==> src/hw/rtl/static_prefix_code_bit_packer_top_defines.svh <==
// assertion macros for the prefix code packer
`ifndef STATIC_PREFIX_CODE_BIT_PACKER_TOP_DEFINES_SVH
`define STATIC_PREFIX_CODE_BIT_PACKER_TOP_DEFINES_SVH

`ifndef NO_ASSERTIONS

// condition holds at every clock edge out of reset
`define SPCBP_ASSERT_ALWAYS(name, expr, msg) \
	name: assert property (@(posedge clk) disable iff (!arst_n) (expr)) else $error(msg);

// antecedent in one cycle implies consequent in the same cycle
`define SPCBP_ASSERT_IMPLIES(name, ante, cons, msg) \
	name: assert property (@(posedge clk) disable iff (!arst_n) (ante) |-> (cons)) \
		else $error(msg);

`else

`define SPCBP_ASSERT_ALWAYS(name, expr, msg)
`define SPCBP_ASSERT_IMPLIES(name, ante, cons, msg)

`endif

`endif

==> src/hw/rtl/spcbp_pkg.sv <==
package spcbp_pkg;

	// field and datapath widths
	localparam int SymW   = 8;
	localparam int ByteW  = 8;
	localparam int CodeW  = 6;
	localparam int LenW   = 3;
	localparam int CountW = 3;
	localparam int TotalW = CountW + 1;
	localparam int AccW   = 2 * ByteW;

	// queue between classifier and packer
	localparam int QueueDepth = 2;
	localparam int QueuePtrW  = (QueueDepth > 1) ? $clog2(QueueDepth) : 1;
	localparam int QueueCntW  = $clog2(QueueDepth + 1);

	// input action codes
	localparam logic ACTION_ENCODE = 1'b0;
	localparam logic ACTION_FLUSH  = 1'b1;

	// result status codes
	localparam logic STATUS_DATA    = 1'b0;
	localparam logic STATUS_UNKNOWN = 1'b1;

	// character codes of the known symbols
	localparam logic [SymW-1:0] CHAR_0       = 8'h30;
	localparam logic [SymW-1:0] CHAR_1       = 8'h31;
	localparam logic [SymW-1:0] CHAR_2       = 8'h32;
	localparam logic [SymW-1:0] CHAR_3       = 8'h33;
	localparam logic [SymW-1:0] CHAR_4       = 8'h34;
	localparam logic [SymW-1:0] CHAR_5       = 8'h35;
	localparam logic [SymW-1:0] CHAR_6       = 8'h36;
	localparam logic [SymW-1:0] CHAR_7       = 8'h37;
	localparam logic [SymW-1:0] CHAR_8       = 8'h38;
	localparam logic [SymW-1:0] CHAR_9       = 8'h39;
	localparam logic [SymW-1:0] CHAR_DOT     = 8'h2E;
	localparam logic [SymW-1:0] CHAR_E       = 8'h65;
	localparam logic [SymW-1:0] CHAR_SPACE   = 8'h20;
	localparam logic [SymW-1:0] CHAR_MINUS   = 8'h2D;
	localparam logic [SymW-1:0] CHAR_PLUS    = 8'h2B;
	localparam logic [SymW-1:0] CHAR_NEWLINE = 8'h0A;

	// classified item kinds
	typedef enum logic [1:0] {
		KIND_CODE    = 2'd0,
		KIND_UNKNOWN = 2'd1,
		KIND_FLUSH   = 2'd2
	} kind_t;

	// one classified item: code bits lsb first and code length
	typedef struct packed {
		kind_t             kind;
		logic [CodeW-1:0]  bits;
		logic [LenW-1:0]   len;
	} item_t;

	// queue status seen by the classifier
	typedef struct packed {
		logic full;
		logic empty;
	} q_stat_t;

	// map an incoming item onto its code
	function automatic item_t classify(logic action, logic [SymW-1:0] symbol);
		item_t it;
		it.kind = KIND_CODE;
		it.bits = '0;
		it.len  = '0;
		if (action == ACTION_FLUSH) begin
			it.kind = KIND_FLUSH;
		end else begin
			unique case (symbol)
				CHAR_0:       begin it.bits = 6'd2;  it.len = 3'd2; end
				CHAR_1:       begin it.bits = 6'd4;  it.len = 3'd3; end
				CHAR_2:       begin it.bits = 6'd3;  it.len = 3'd4; end
				CHAR_3:       begin it.bits = 6'd13; it.len = 3'd4; end
				CHAR_4:       begin it.bits = 6'd8;  it.len = 3'd4; end
				CHAR_5:       begin it.bits = 6'd11; it.len = 3'd4; end
				CHAR_6:       begin it.bits = 6'd15; it.len = 3'd5; end
				CHAR_7:       begin it.bits = 6'd5;  it.len = 3'd4; end
				CHAR_8:       begin it.bits = 6'd7;  it.len = 3'd5; end
				CHAR_9:       begin it.bits = 6'd1;  it.len = 3'd4; end
				CHAR_DOT:     begin it.bits = 6'd31; it.len = 3'd5; end
				CHAR_E:       begin it.bits = 6'd0;  it.len = 3'd4; end
				CHAR_SPACE:   begin it.bits = 6'd23; it.len = 3'd5; end
				CHAR_MINUS:   begin it.bits = 6'd25; it.len = 3'd5; end
				CHAR_PLUS:    begin it.bits = 6'd41; it.len = 3'd6; end
				CHAR_NEWLINE: begin it.bits = 6'd9;  it.len = 3'd6; end
				default:      it.kind = KIND_UNKNOWN;
			endcase
		end
		return it;
	endfunction

endpackage

==> src/hw/rtl/spcbp_in_if.sv <==
interface spcbp_in_if;
	logic                          valid;
	logic                          ready;
	logic                          action;
	logic [spcbp_pkg::SymW-1:0]    symbol;

	modport source (output valid, output action, output symbol, input ready);
	modport sink   (input valid, input action, input symbol, output ready);
endinterface

==> src/hw/rtl/spcbp_out_if.sv <==
interface spcbp_out_if;
	logic                          valid;
	logic                          ready;
	logic [spcbp_pkg::ByteW-1:0]   out_byte;
	logic                          status;
	logic                          last;

	modport source (output valid, output out_byte, output status, output last, input ready);
	modport sink   (input valid, input out_byte, input status, input last, output ready);
endinterface

==> src/hw/rtl/spcbp_front.sv <==
module spcbp_front (
	spcbp_in_if.sink                symbols,
	input  spcbp_pkg::q_stat_t      q_stat,
	output logic                    push,
	output spcbp_pkg::item_t        item
);

	// accept whenever the queue has room
	assign symbols.ready = !q_stat.full;
	assign push          = symbols.valid && symbols.ready;

	// code lookup
	assign item = spcbp_pkg::classify(symbols.action, symbols.symbol);

endmodule

==> src/hw/rtl/spcbp_queue.sv <==
module spcbp_queue (
	input  logic                    clk,
	input  logic                    arst_n,
	input  logic                    push,
	input  spcbp_pkg::item_t        push_item,
	input  logic                    pop,
	output spcbp_pkg::item_t        head_item,
	output spcbp_pkg::q_stat_t      q_stat
);

	spcbp_pkg::item_t                     entries_q [spcbp_pkg::QueueDepth];
	logic [spcbp_pkg::QueuePtrW-1:0]      wr_ptr_q;
	logic [spcbp_pkg::QueuePtrW-1:0]      rd_ptr_q;
	logic [spcbp_pkg::QueueCntW-1:0]      count_q;

	localparam logic [spcbp_pkg::QueuePtrW-1:0] LastPtr =
		spcbp_pkg::QueuePtrW'(spcbp_pkg::QueueDepth - 1);
	localparam logic [spcbp_pkg::QueueCntW-1:0] FullCnt =
		spcbp_pkg::QueueCntW'(spcbp_pkg::QueueDepth);

	// status flags
	assign q_stat.full  = (count_q == FullCnt);
	assign q_stat.empty = (count_q == '0);
	assign head_item    = entries_q[rd_ptr_q];

	// entry storage
	always_ff @(posedge clk) begin
		if (push) begin
			entries_q[wr_ptr_q] <= push_item;
		end
	end

	// pointers and fill count
	always_ff @(posedge clk or negedge arst_n) begin
		if (!arst_n) begin
			wr_ptr_q <= '0;
			rd_ptr_q <= '0;
			count_q  <= '0;
		end else begin
			if (push) begin
				wr_ptr_q <= (wr_ptr_q == LastPtr) ? '0 : wr_ptr_q + 1'b1;
			end
			if (pop) begin
				rd_ptr_q <= (rd_ptr_q == LastPtr) ? '0 : rd_ptr_q + 1'b1;
			end
			if (push && !pop) begin
				count_q <= count_q + 1'b1;
			end else if (pop && !push) begin
				count_q <= count_q - 1'b1;
			end
		end
	end

endmodule

==> src/hw/rtl/spcbp_back.sv <==
module spcbp_back (
	input  logic                    clk,
	input  logic                    arst_n,
	input  logic                    head_valid,
	input  spcbp_pkg::item_t        head_item,
	output logic                    pop,
	spcbp_out_if.source             packed_bytes
);

	logic [spcbp_pkg::ByteW-1:0]    pend_bits_q;
	logic [spcbp_pkg::CountW-1:0]   pend_count_q;
	logic                           out_valid_q;
	logic [spcbp_pkg::ByteW-1:0]    out_byte_q;
	logic                           out_status_q;
	logic                           out_last_q;

	logic [spcbp_pkg::AccW-1:0]     acc;
	logic [spcbp_pkg::TotalW-1:0]   total;
	logic                           emit;
	logic [spcbp_pkg::ByteW-1:0]    byte_d;
	logic                           status_d;
	logic                           last_d;

	// take the next item when the output register is free or being drained
	assign pop = head_valid && (!out_valid_q || packed_bytes.ready);

	// shift the code in above the pending bits
	assign acc   = spcbp_pkg::AccW'(pend_bits_q)
		| (spcbp_pkg::AccW'(head_item.bits) << pend_count_q);
	assign total = spcbp_pkg::TotalW'(pend_count_q) + spcbp_pkg::TotalW'(head_item.len);

	// result that the head item yields, if any
	always_comb begin
		emit     = 1'b0;
		byte_d   = acc[spcbp_pkg::ByteW-1:0];
		status_d = spcbp_pkg::STATUS_DATA;
		last_d   = 1'b0;
		unique case (head_item.kind)
			spcbp_pkg::KIND_FLUSH: begin
				emit   = (pend_count_q != '0);
				byte_d = pend_bits_q;
				last_d = 1'b1;
			end
			spcbp_pkg::KIND_UNKNOWN: begin
				emit     = 1'b1;
				byte_d   = '0;
				status_d = spcbp_pkg::STATUS_UNKNOWN;
			end
			spcbp_pkg::KIND_CODE: begin
				emit = total[spcbp_pkg::CountW];
			end
			default: begin
				emit = 1'b0;
			end
		endcase
	end

	// packer state and output register
	always_ff @(posedge clk or negedge arst_n) begin
		if (!arst_n) begin
			pend_bits_q  <= '0;
			pend_count_q <= '0;
			out_valid_q  <= 1'b0;
		end else begin
			if (pop) begin
				out_valid_q <= emit;
				unique case (head_item.kind)
					spcbp_pkg::KIND_FLUSH: begin
						pend_bits_q  <= '0;
						pend_count_q <= '0;
					end
					spcbp_pkg::KIND_UNKNOWN: begin
						pend_count_q <= pend_count_q;
					end
					spcbp_pkg::KIND_CODE: begin
						if (total[spcbp_pkg::CountW]) begin
							pend_bits_q <= acc[spcbp_pkg::AccW-1:spcbp_pkg::ByteW];
						end else begin
							pend_bits_q <= acc[spcbp_pkg::ByteW-1:0];
						end
						pend_count_q <= total[spcbp_pkg::CountW-1:0];
					end
					default: begin
						pend_count_q <= pend_count_q;
					end
				endcase
			end else if (packed_bytes.ready) begin
				out_valid_q <= 1'b0;
			end
		end
	end

	// result payload
	always_ff @(posedge clk) begin
		if (pop) begin
			out_byte_q   <= byte_d;
			out_status_q <= status_d;
			out_last_q   <= last_d;
		end
	end

	assign packed_bytes.valid    = out_valid_q;
	assign packed_bytes.out_byte = out_byte_q;
	assign packed_bytes.status   = out_status_q;
	assign packed_bytes.last     = out_last_q;

endmodule

==> src/hw/rtl/static_prefix_code_bit_packer_top.sv <==
// an accepted item is held in the queue, and its result, if any, is registered in the output register
// throughput: one item per cycle while the output is taken, set by the combinational code lookup and shift-in
// a two-entry queue separates the classifier from the packer, so either side may stall
// reset (arst_n low, asynchronous) clears the queue pointers and count, the pending bits and the output valid flag
`include "static_prefix_code_bit_packer_top_defines.svh"

module static_prefix_code_bit_packer_top (
	input  logic          clk,
	input  logic          arst_n,
	spcbp_in_if.sink      symbols,
	spcbp_out_if.source   packed_bytes
);

	logic                   push;
	logic                   pop;
	spcbp_pkg::item_t       push_item;
	spcbp_pkg::item_t       head_item;
	spcbp_pkg::q_stat_t     q_stat;

	// classify incoming items
	spcbp_front u_front (
		.symbols   (symbols),
		.q_stat    (q_stat),
		.push      (push),
		.item      (push_item)
	);

	// decoupling queue
	spcbp_queue u_queue (
		.clk       (clk),
		.arst_n    (arst_n),
		.push      (push),
		.push_item (push_item),
		.pop       (pop),
		.head_item (head_item),
		.q_stat    (q_stat)
	);

	// bit packer and output register
	spcbp_back u_back (
		.clk          (clk),
		.arst_n       (arst_n),
		.head_valid   (!q_stat.empty),
		.head_item    (head_item),
		.pop          (pop),
		.packed_bytes (packed_bytes)
	);

	// checks
	`SPCBP_ASSERT_IMPLIES(a_no_push_when_full, q_stat.full, !push, "push into full queue")
	`SPCBP_ASSERT_IMPLIES(a_no_pop_when_empty, pop, !q_stat.empty, "pop from empty queue")
	`SPCBP_ASSERT_IMPLIES(a_unknown_result_clean, packed_bytes.valid && packed_bytes.status,
		(packed_bytes.out_byte == '0) && !packed_bytes.last, "unknown result carries data")

endmodule
==> src/flat_wrapper.sv <==
// flat-port wrapper written by rule: the top's interface ports become plain ports
module static_prefix_code_bit_packer_top_flat 
  (clk, arst_n, symbols_valid, symbols_action, symbols_symbol, symbols_ready, packed_bytes_valid, packed_bytes_out_byte, packed_bytes_status, packed_bytes_last, packed_bytes_ready);
  spcbp_in_if symbols_i ();
  spcbp_out_if packed_bytes_i ();
  input  logic clk;
  input  logic arst_n;
  input wire logic [$bits(symbols_i.valid)-1:0] symbols_valid;
  input wire logic [$bits(symbols_i.action)-1:0] symbols_action;
  input wire logic [$bits(symbols_i.symbol)-1:0] symbols_symbol;
  output wire logic [$bits(symbols_i.ready)-1:0] symbols_ready;
  output wire logic [$bits(packed_bytes_i.valid)-1:0] packed_bytes_valid;
  output wire logic [$bits(packed_bytes_i.out_byte)-1:0] packed_bytes_out_byte;
  output wire logic [$bits(packed_bytes_i.status)-1:0] packed_bytes_status;
  output wire logic [$bits(packed_bytes_i.last)-1:0] packed_bytes_last;
  input wire logic [$bits(packed_bytes_i.ready)-1:0] packed_bytes_ready;
  assign symbols_i.valid = symbols_valid;
  assign symbols_i.action = symbols_action;
  assign symbols_i.symbol = symbols_symbol;
  assign symbols_ready = symbols_i.ready;
  assign packed_bytes_valid = packed_bytes_i.valid;
  assign packed_bytes_out_byte = packed_bytes_i.out_byte;
  assign packed_bytes_status = packed_bytes_i.status;
  assign packed_bytes_last = packed_bytes_i.last;
  assign packed_bytes_i.ready = packed_bytes_ready;
  static_prefix_code_bit_packer_top u_core (.clk(clk), .arst_n(arst_n), .symbols(symbols_i), .packed_bytes(packed_bytes_i));
endmodule
==> config.mk <==
export PLATFORM = sky130hd
export DESIGN_NAME = static_prefix_code_bit_packer_top_flat
export DESIGN_NICKNAME = d
export VERILOG_FILES = /design/src/hw/rtl/spcbp_pkg.sv /design/src/hw/rtl/spcbp_in_if.sv /design/src/hw/rtl/spcbp_out_if.sv /design/src/hw/rtl/spcbp_front.sv /design/src/hw/rtl/spcbp_queue.sv /design/src/hw/rtl/spcbp_back.sv /design/src/hw/rtl/static_prefix_code_bit_packer_top.sv /design/src/flat_wrapper.sv
export VERILOG_INCLUDE_DIRS = /design/src /design/src/hw/rtl
export SDC_FILE = /design/constraint.sdc
export NUM_CORES = 1
export LEC_CHECK = 0
export ABC_AREA = 1
export BUFFER_PORTS_ARGS = -buffer_cell sky130_fd_sc_hd__buf_2
export CORE_UTILIZATION = 55
export DETAILED_ROUTE_END_ITERATION = 12
export GPL_ROUTABILITY_DRIVEN = 0
export PLACE_DENSITY = 0.76
export SYNTH_ARGS = -nofsm -noshare
export SYNTH_HDL_FRONTEND = slang
export SYNTH_SLANG_ARGS = --single-unit
==> constraint.sdc <==
create_clock -name clk -period 5 [get_ports clk]
set_input_delay 1.5 -clock clk [delete_from_list [all_inputs] [get_ports clk]]
set_output_delay 1.5 -clock clk [all_outputs]
set_load 0.01 [all_outputs]
# ---- Word-level counts from Yosys, hierarchy flattened
# Memories as Yosys holds them, arrays and structs flattened.
# Cells that the tools add are included.
dict set report classes {
  n_bitwise 1
  n_mux 19
  shifts 1
  n_addsub 5
  reduce_logical 18
  n_eq_ne 19
}
# cell n
set ops {}
lappend ops {{$pmux W9 S16} 1}
lappend ops {{$eq A8 B6 Y1 const B} 14}
lappend ops {{$pmux W8 S2} 2}
lappend ops {{$or A8 B16 Y16} 1}
lappend ops {{$reduce_or A16 Y1} 1}
lappend ops {{$shl A6 B3 Y16} 1}
lappend ops {{$mux W1} 9}
lappend ops {{$mux W9} 1}
lappend ops {{$eq A8 B4 Y1 const B} 1}
lappend ops {{$eq A8 B7 Y1 const B} 1}
lappend ops {{$mux W8} 1}
lappend ops {{$mux W2} 3}
lappend ops {{$pmux W3 S2} 1}
lappend ops {{$reduce_bool A2 Y1} 3}
lappend ops {{$logic_not A1 Y1} 5}
lappend ops {{$add A3 B3 Y4} 1}
lappend ops {{$eq A2 B2 Y1 const B} 2}
lappend ops {{$logic_and A1 B1 Y1} 4}
lappend ops {{$logic_not A2 Y1} 2}
lappend ops {{$pmux W1 S3} 1}
lappend ops {{$reduce_bool A3 Y1} 1}
lappend ops {{$add A1 B1 Y1 const B} 2}
lappend ops {{$add A2 B1 Y2 const B} 1}
lappend ops {{$eq A2 B1 Y1 const B} 1}
lappend ops {{other kinds (3)} 3}
dict set report totals {
  memories 1
  wordCells 73
  input_bits 13
  ramBits 22
  output_inout_bits 12
  ff_bits 26
}
# name depth width rd rd_clocked_by_memory_dff wr line_no
set memory_table {}
lappend memory_table {u_core.u_queue.entries_q 2 11 1 0 1 spcbp_queue.sv:11} ;# spcbp_pkg::item_t entries_q [spcbp_pkg::QueueDepth];

# ---- Longest topological paths before layout
# Gate-level depths: netlist of run 1.
dict set report logic_depth {
  word_depth 7
  depth_mapped 14
  mapped_depth_nobuf 13
}

# ---- Hierarchy
# From an unflattened synthesis of run 1, not the netlist that was laid out.
dict set report hier_totals {
  cells_unflattened 338
  area_unflattened_um2 2921.6
}
# module seq_area_each_um2 instances cells_each area_per_inst_um2
set modules_own_cells {}
lappend modules_own_cells {spcbp_back 600.6 1 184 1442.6}
lappend modules_own_cells {spcbp_queue 760.7 1 59 1036.0}
lappend modules_own_cells {spcbp_front 0.0 1 94 439.2}
lappend modules_own_cells {static_prefix_code_bit_packer_top 0.0 1 1 3.8}

# ---- Worst setup path after synthesis of run 1
# No wires, ideal clock.
dict set report synth_timing {
  kind {input to register}
  start {input port packed_bytes_ready}
  end {register u_core.u_queue.count_q[1] (netlist bit)}
  arrival_time_ns 2.377
  n_path_buf 0
  path_stages 7
  required_ns 4.875
  path_slack_ns 2.498
  path_cell_list {inv_1 -> nand2_1 -> o21ai_4 -> ha_1 -> a21oi_1 -> o21ai_0 -> xnor2_1}
}
dict set report synth_via {
  elab_chain_len 5
  elab_cells_between_ends 7
}
# element line_no
set synth_rtl {}
lappend synth_rtl {{start, declared} flat_wrapper.sv:16} ;# input wire logic [$bits(packed_bytes_i.ready)-1:0] packed_bytes_ready;
lappend synth_rtl {{$logic_or A1 B1 Y1 (*)} spcbp_back.sv:25} ;# assign pop = head_valid && (!out_valid_q || packed_bytes.ready);
lappend synth_rtl {{$logic_and A1 B1 Y1 (*)} spcbp_back.sv:25}
lappend synth_rtl {{$logic_not A1 Y1} spcbp_queue.sv:46} ;# if (push && !pop) begin
lappend synth_rtl {{$logic_and A1 B1 Y1} spcbp_queue.sv:46}
lappend synth_rtl {{$mux W2 or $reduce_bool A2 Y1 (tied branches)} --}
lappend synth_rtl {{end signal, assigned} spcbp_queue.sv:47} ;# count_q <= count_q + 1'b1;
lappend synth_rtl {{end signal, assigned} spcbp_queue.sv:49} ;# count_q <= count_q - 1'b1;
lappend synth_rtl {{end, declared} spcbp_queue.sv:14} ;# logic [spcbp_pkg::QueueCntW-1:0] count_q;
# Mark *: on every way between the ends. The rest lies on a longest branch, timed or not.
# A chain may end at the register's enable or synchronous reset.

# ---- Worst setup path after layout of run 1
dict set report layout_timing {
  start {register u_core.u_queue.count_q[0] (netlist bit)}
  end {output port symbols_ready}
}
dict set report layout_via {
  elab_chain_len 2
}
# element line_no
set layout_rtl {}
lappend layout_rtl {{$eq A2 B2 Y1} spcbp_queue.sv:22} ;# assign q_stat.full = (count_q == FullCnt);
lappend layout_rtl {{$logic_not A1 Y1} spcbp_front.sv:9} ;# assign symbols.ready = !q_stat.full;
lappend layout_rtl {{end, declared} flat_wrapper.sv:11} ;# output wire logic [$bits(symbols_i.ready)-1:0] symbols_ready;
# Every way passes these cells.

==> flow_summary.yaml, run 1 <==
outcome:
  status: "complete, no violations"
route:
  drt-pass1-iter-count: 5
  drt-total-wl_um: 5255
  vias: 2250
  wl_per_cell_um: 12.14
  dr.first_iter.drc_count: 95
  drc_errors: 0
  vias_per_cell: 5.196
  ant_nets: 0
run:
  maxCapViolCount: 0
sta:
  post-route-min-period_ns: 2.569
  finalMaxSlewViolations: 0
  setup_tns_ns: 0
  fin_skew_ns: 0.004419
  setup-violations-final: 0
  hold_ws_ns: 0.4895
  rsz0062_at_grt: "false"
  period_share: 0.5138
  worstMarginPinSlew_ns: 0.9342
  fmax_mhz: 389.3
  relSlewSlack: 0.3749
  final-hold-violation-count: 0
critical_path:
  r2r_end: "u_core.u_back.packed_bytes.valid$_DFFE_PN0P_"
  rr_worst_depth: 13
  r2r-start: "u_core.u_queue.rd_ptr_q$_DFFE_PN0P_"
  crit_type: "register to primary output"
  cp_max_fo: 3
  critPathCaptureType: "primary output"
  critPathMaxStageDelay_ns: 0.44
  crit_path_start_kind: "register"
  slowest_stage: "dfrtp_1"
  cp_cell_sequence: "inv_1 > nand2_1 > buf_2"
  critPathRequiredTime_ns: 3.50
  reg2reg_slack_ns: 2.58
  worstPathArrival_ns: 1.07
floorplanning:
  die_area_um2: 5395
  fp-row-count: 25
  die_w_um: 73.45
  core-area_um2: 4817
  die_h_um: 73.45
  num_io_pins: 25
  start_util: 0.5829
placed_design:
  hpwlAfterDp_um: 4190
  io_buffers: 24
  dp.cells: 425
synthesis:
  synthArstFlopShare: 0.3333
  synthDistinctLibCells: 32
  synth_area_leaders: "edfxtp_1 (34%), dfrtp_1 (14%), nand2_1 (13%)"
  avgSynthCellArea_um2: 8.282
  netlist_top_cells_count: "nand2_1 (96), nor2_1 (39), inv_1 (38)"
  seq_area_frac_synth: 0.4848
  synth.most_common_cell: "nand2_1"
  synth_ff_type: "edfxtp_1"
  synth_area_leader_cell: "edfxtp_1"
  ys_warn_count: 0
  synth-seq-cells: 48
  netlist_area_um2: 2808
  syn_inst: 339
  synth_edf_count: 32
  synthesis.nets: 361
  synth_top_area_share: 0.3422
final_layout:
  fill_cells: 455
  regArea_um2: 1361
  drive_above_1_share: 0.1612
  stdcell_count: 433
  area_delta_synth_final_pct: 9.136
  multi_input_area_um2: 1251
  n_antenna_cell: 0
  final_nets: 387
clocking:
  cts-resized-gates: 0
  insertion_delay_ns: 0.30
  cts_setup_buffers: 0
  cts_tree: "built"
  htreeDepth: 2
  cts_buffers: 5
  hold_buffers: 0
  clock_tree.root_cell: "clkbuf_8"
  path_clk_slew_ns: 0.08
  clockBufferDepth: 2
  cts.sinks: 48
grt:
  grt_antenna_before_repair: 0
  grt_pass1_vias: 2162
  overflow: 0
  grt_pass1_wl_um: 9308
  grt_start_max_net_pins: 17
  track_usage: 0.2271
hold_path:
  min_path_cells: 2
  min_from: "u_core.u_back.pend_bits_q[6]$_DFFE_PN0P_"
  whs_endpoint: "u_core.u_back.pend_bits_q[6]$_DFFE_PN0P_"
  min_path_type: "register to register"
pwr:
  p_per_area_nw_per_um2: 553.3
  power_uw: 1695
  leakagePower_uw: 0.001502
  ir_drop_uv: 297.4
==> where the power goes <==
group	internal, µW	leakage (µW)	switching [µW]
combinational	270	0.000931	531
clock	97.6	0.0000460	125
sequential	595	0.000525	77.3
total	962	0.00150	733
==> cells in the final DEF (no fill, tap or decap), drive strengths merged <==
cell type  count
o22ai          3
o2111ai        1
edfxtp        32
nand2        107
xnor2          2
ha             8
fa             1
buf           24
or2            2
o21a           1
nor2          45
a21oi         15
clkinv         2
inv           44
nor3           3
xor2           2
dfrtp         16
nand3         31
o21ai         21
nand4          1
clkbuf         5
==> per-layer routing <==
layer  up-vias  global-route usage  part of all wire
met4         0              0.1389             0.036
met5         -                   0                 0
met1      1024              0.2469              0.42
li1       1151                   -                 -
met3        22             0.05075             0.037
met2        53              0.4006              0.51
==> worst max-delay path by stage <==
stage,startpoint,end,slack (ns)
floorplan,packed_bytes_ready,u_core.u_queue.count_q[1]$_DFFE_PN0P_,2.50
global placement,symbols_valid,u_core.u_queue.entries_q[1][2]$_DFFE_PP_,2.23
detailed placement,symbols_valid,u_core.u_queue.entries_q[1][1]$_DFFE_PP_,2.22
CTS,u_core.u_queue.count_q[0]$_DFFE_PN0P_,symbols_ready,2.41
global route,u_core.u_queue.rd_ptr_q$_DFFE_PN0P_,u_core.u_back.pend_bits_q[0]$_DFFE_PN0P_,2.28
finish,u_core.u_queue.count_q[0]$_DFFE_PN0P_,symbols_ready,2.43
==> state kept, by name, indices dropped and copies added (netlist names) <==
signal / flops
u_core.u_back.packed_bytes.last: 1
u_core.u_back.pend_bits_q: 8
u_core.u_back.packed_bytes.valid: 1
u_core.u_back.pend_count_q: 3
u_core.u_queue.entries_q: 22
u_core.u_queue.rd_ptr_q: 1
u_core.u_back.packed_bytes.status: 1
u_core.u_queue.wr_ptr_q: 1
u_core.u_queue.count_q: 2
u_core.u_back.packed_bytes.out_byte: 8
==> logic make-up after synthesis <==
family,share of synthesized area
xor+xnor,0.01248
fa+ha+maj,0.04278
simple gates,0.3084
buf+inv,0.06952
compound gates,0.08200
flops,0.4848
==> metrics by stage <==
step                area (µm²)  worst slack, ns  utilization
finish                    3064            2.431       0.6361
global route              3064            2.278       0.6361
CTS                       3064            2.413       0.6361
detailed placement        2978            2.215       0.6182
global placement          2978            2.233       0.6182
floorplan                 2808            2.498            -
==> final cells by class <==
cell class / count / share of cell area
Clock buffer: 5 / 0.02246
Clock inverter: 3 / 0.005717
Inverter: 43 / 0.05267
Multi-Input combinational cell: 243 / 0.4083
Sequential cell: 48 / 0.4443
Tap cell: 67 / 0.02736
Timing Repair Buffer: 24 / 0.03920
==> worst max-delay path: cells and delay by family (launching register included) <==
kind,cells,cell delay [ns]
flip-flops,1,0.44
buffers and inverters,2,0.25
AND/OR/NAND/NOR,1,0.07
(Power assumes the default switching activity.)
==> inputs of run 2 (changes only) <==
Settings changed: CORE_UTILIZATION 55 to 54, PLACE_DENSITY 0.76 to 0.77.
Clock period 5 ns to 2.2 ns, I/O delays scaled along.
==> run 2 against run 1 <==
  * Critical path depth grew 9
  * Combinational power up 140%
  * Die area up 1.8%
  * Register-to-register slack got worse by 2.5 ns
  * Non-clock buffer count increased by 5
  * Worst setup slack got worse by 2.4 ns
==> flow_summary.yaml, run 2 (synthesis results as in run 1) <==
route:
  dr.first_iter.drc_count: 142
  wl_per_cell_um: 12.60
  vias_per_cell: 5.164
  vias: 2262
  drt-total-wl_um: 5518
  drt-pass1-iter-count: 5
  ant_nets: 0
  drc_errors: 0
pwr:
  p_clk_frac: 0.129
  power_frac_seq: 0.380
  netSwitchingPower_uw: 1721
  power.share.switching: 0.4330
  power_uw: 3973
  p_per_area_nw_per_um2: 1276
  ir_drop_uv: 627.2
  pwr-share-comb: 0.491
  p_int_uw: 2253
  leakagePower_uw: 0.001533
clocking:
  path_clk_slew_ns: 0.09
  cts_buffers: 5
  clock_tree.root_cell: "clkbuf_8"
  htreeDepth: 2
  cts.sinks: 48
  insertion_delay_ns: 0.31
  hold_buffers: 0
  clockBufferDepth: 2
  cts_tree: "built"
final_layout:
  mostFrequentLayoutCell: "nand2_1"
  final_area_um2: 3114
  layout_common_cells: "nand2_1 (96), nor2_1 (39), inv_1 (38)"
  regMostFlops: "u_core.u_queue.entries_q"
  area_delta_synth_final_pct: 10.92
  final_nets: 392
  n_antenna_cell: 0
  largest_reg_flops: 22
  drive_above_1_share: 0.1725
  stdcell_count: 438
critical_path:
  rr_worst_depth: 12
  critPathRequiredTime_ns: 2.44
  critPathCaptureType: "register"
  reg2reg_slack_ns: 0.07
  worstPathArrival_ns: 2.38
  r2r-start: "u_core.u_queue.rd_ptr_q$_DFFE_PN0P_"
  worstSetupPathDepth: 12
  cp_max_fo: 5
  crit_type: "register to register"
  path_buf_inv: 3
  crit_path_start_kind: "register"
  cp_cell_sequence: "inv_2 > or2_2 > o21ai_0 > inv_1 > ha_1 > nand2_1 > nor2_1 > nor2_2 > buf_12 > nor3_1 > nor2_1 > nand2_1"
  crit_family: "simple AND/OR/NAND/NOR gates"
  slowest_stage: "dfrtp_1"
  critPathMaxStageDelay_ns: 0.42
  r2r_end: "u_core.u_back.pend_bits_q[4]$_DFFE_PN0P_"
grt:
  track_usage: 0.2281
  grt_pass1_vias: 2095
  overflow: 0
  grt_start_max_net_pins: 17
  grt_pass1_wl_um: 9335
  grt_antenna_before_repair: 0
sta:
  post-route-min-period_ns: 2.134
  worstMarginPinSlew_ns: 0.3882
  setup_tns_ns: 0
  final-hold-violation-count: 0
  setup-violations-final: 0
  fmax_mhz: 468.7
  period_share: 0.9698
  relSlewSlack: 0.7412
  fin_skew_ns: 0.01067
  finalMaxSlewViolations: 0
  rsz0062_at_grt: "true"
placed_design:
  io_buffers: 24
  dp.cells: 429
  place_area_um2: 3008
  hpwlAfterDp_um: 4214
floorplanning:
  die_h_um: 74.11
  core-area_um2: 4848
  die_area_um2: 5492
  fp-row-count: 25
  start_util: 0.5791
  num_io_pins: 25
  die_w_um: 74.11
outcome:
  status: "complete, no violations"
run:
  maxCapViolCount: 0
hold_path:
  min_path_type: "input port to async pin"
run 2: layout make-up:
class                   count  area (µm²)
clock buffers               5       68.82
clock inverters             3       17.52
fillers                   401        1734
inverters                  43       161.4
multi-input cells         243        1251
flip-flops and latches     48        1361
well taps                  67       83.83
repair buffers             29       170.2
run 2: what timing repair did:
item,4_1_cts,5_1_grt
buffers inserted,0,1
gates resized for setup,0,1
endpoints found under the setup margin,0,12
run 2: per-layer routing:
| layer | share of wire | GRT usage | routed length (µm) |
|---|---|---|---|
| met2 | 0.52 | 0.4101 | 2857 |
| met4 | 0.017 | 0.08547 | 92 |
| met1 | 0.43 | 0.2644 | 2363 |
| met5 | 0 | 0 | 0 |
| met3 | 0.037 | 0.05149 | 204 |
run 2: how the worst max path moves through the flow:
| stage | start | to | slack, ns |
|---|---|---|---|
| 6_report | u_core.u_queue.rd_ptr_q$_DFFE_PN0P_ | u_core.u_back.pend_bits_q[4]$_DFFE_PN0P_ | 0.07 |
| 3_3_place_gp | u_core.u_queue.rd_ptr_q$_DFFE_PN0P_ | u_core.u_back.packed_bytes.out_byte[6]$_DFFE_PP_ | 0.14 |
| 2_1_floorplan | u_core.u_queue.rd_ptr_q$_DFFE_PN0P_ | u_core.u_back.packed_bytes.valid$_DFFE_PN0P_ | 0.18 |
| 5_1_grt | u_core.u_queue.rd_ptr_q$_DFFE_PN0P_ | u_core.u_back.packed_bytes.out_byte[6]$_DFFE_PP_ | -0.08 |
| 4_1_cts | u_core.u_queue.rd_ptr_q$_DFFE_PN0P_ | u_core.u_back.pend_bits_q[2]$_DFFE_PN0P_ | 0.02 |
| 3_5_place_dp | u_core.u_queue.rd_ptr_q$_DFFE_PN0P_ | u_core.u_back.packed_bytes.valid$_DFFE_PN0P_ | 0.08 |
run 2: through the flow:
| step | hold slack, ns | worst slack [ns] | utilization |
|---|---|---|---|
| finish | 0.2591 | 0.06645 | 0.6423 |
| global route | 0.2683 | -0.08067 | 0.6423 |
| CTS | 0.2654 | 0.01857 | 0.6382 |
| detailed placement | 0.4846 | 0.07598 | 0.6204 |
| global placement | 0.4728 | 0.1446 | 0.6204 |
| floorplan | 0.3644 | 0.1768 | - |
run 2: power by group through the flow:
stage / clock [µW] / sequential (µW) / combinational [µW]
2_1_floorplan: 0 / 1530 / 1410
3_3_place_gp: 0 / 1520 / 1850
3_5_place_dp: 0 / 1530 / 1890
4_1_cts: 526 / 1510 / 1920
5_1_grt: 568 / 1550 / 2220
6_report: 513 / 1510 / 1950
run 2: worst reg2reg max path, delay by kind of cell, from the launching register on:
kind            cells  cell delay [ns]
compound gates      1             0.15
fa+ha+maj           1             0.31
buf+inv             3             0.30
flops               1             0.42
simple gates        7             0.89
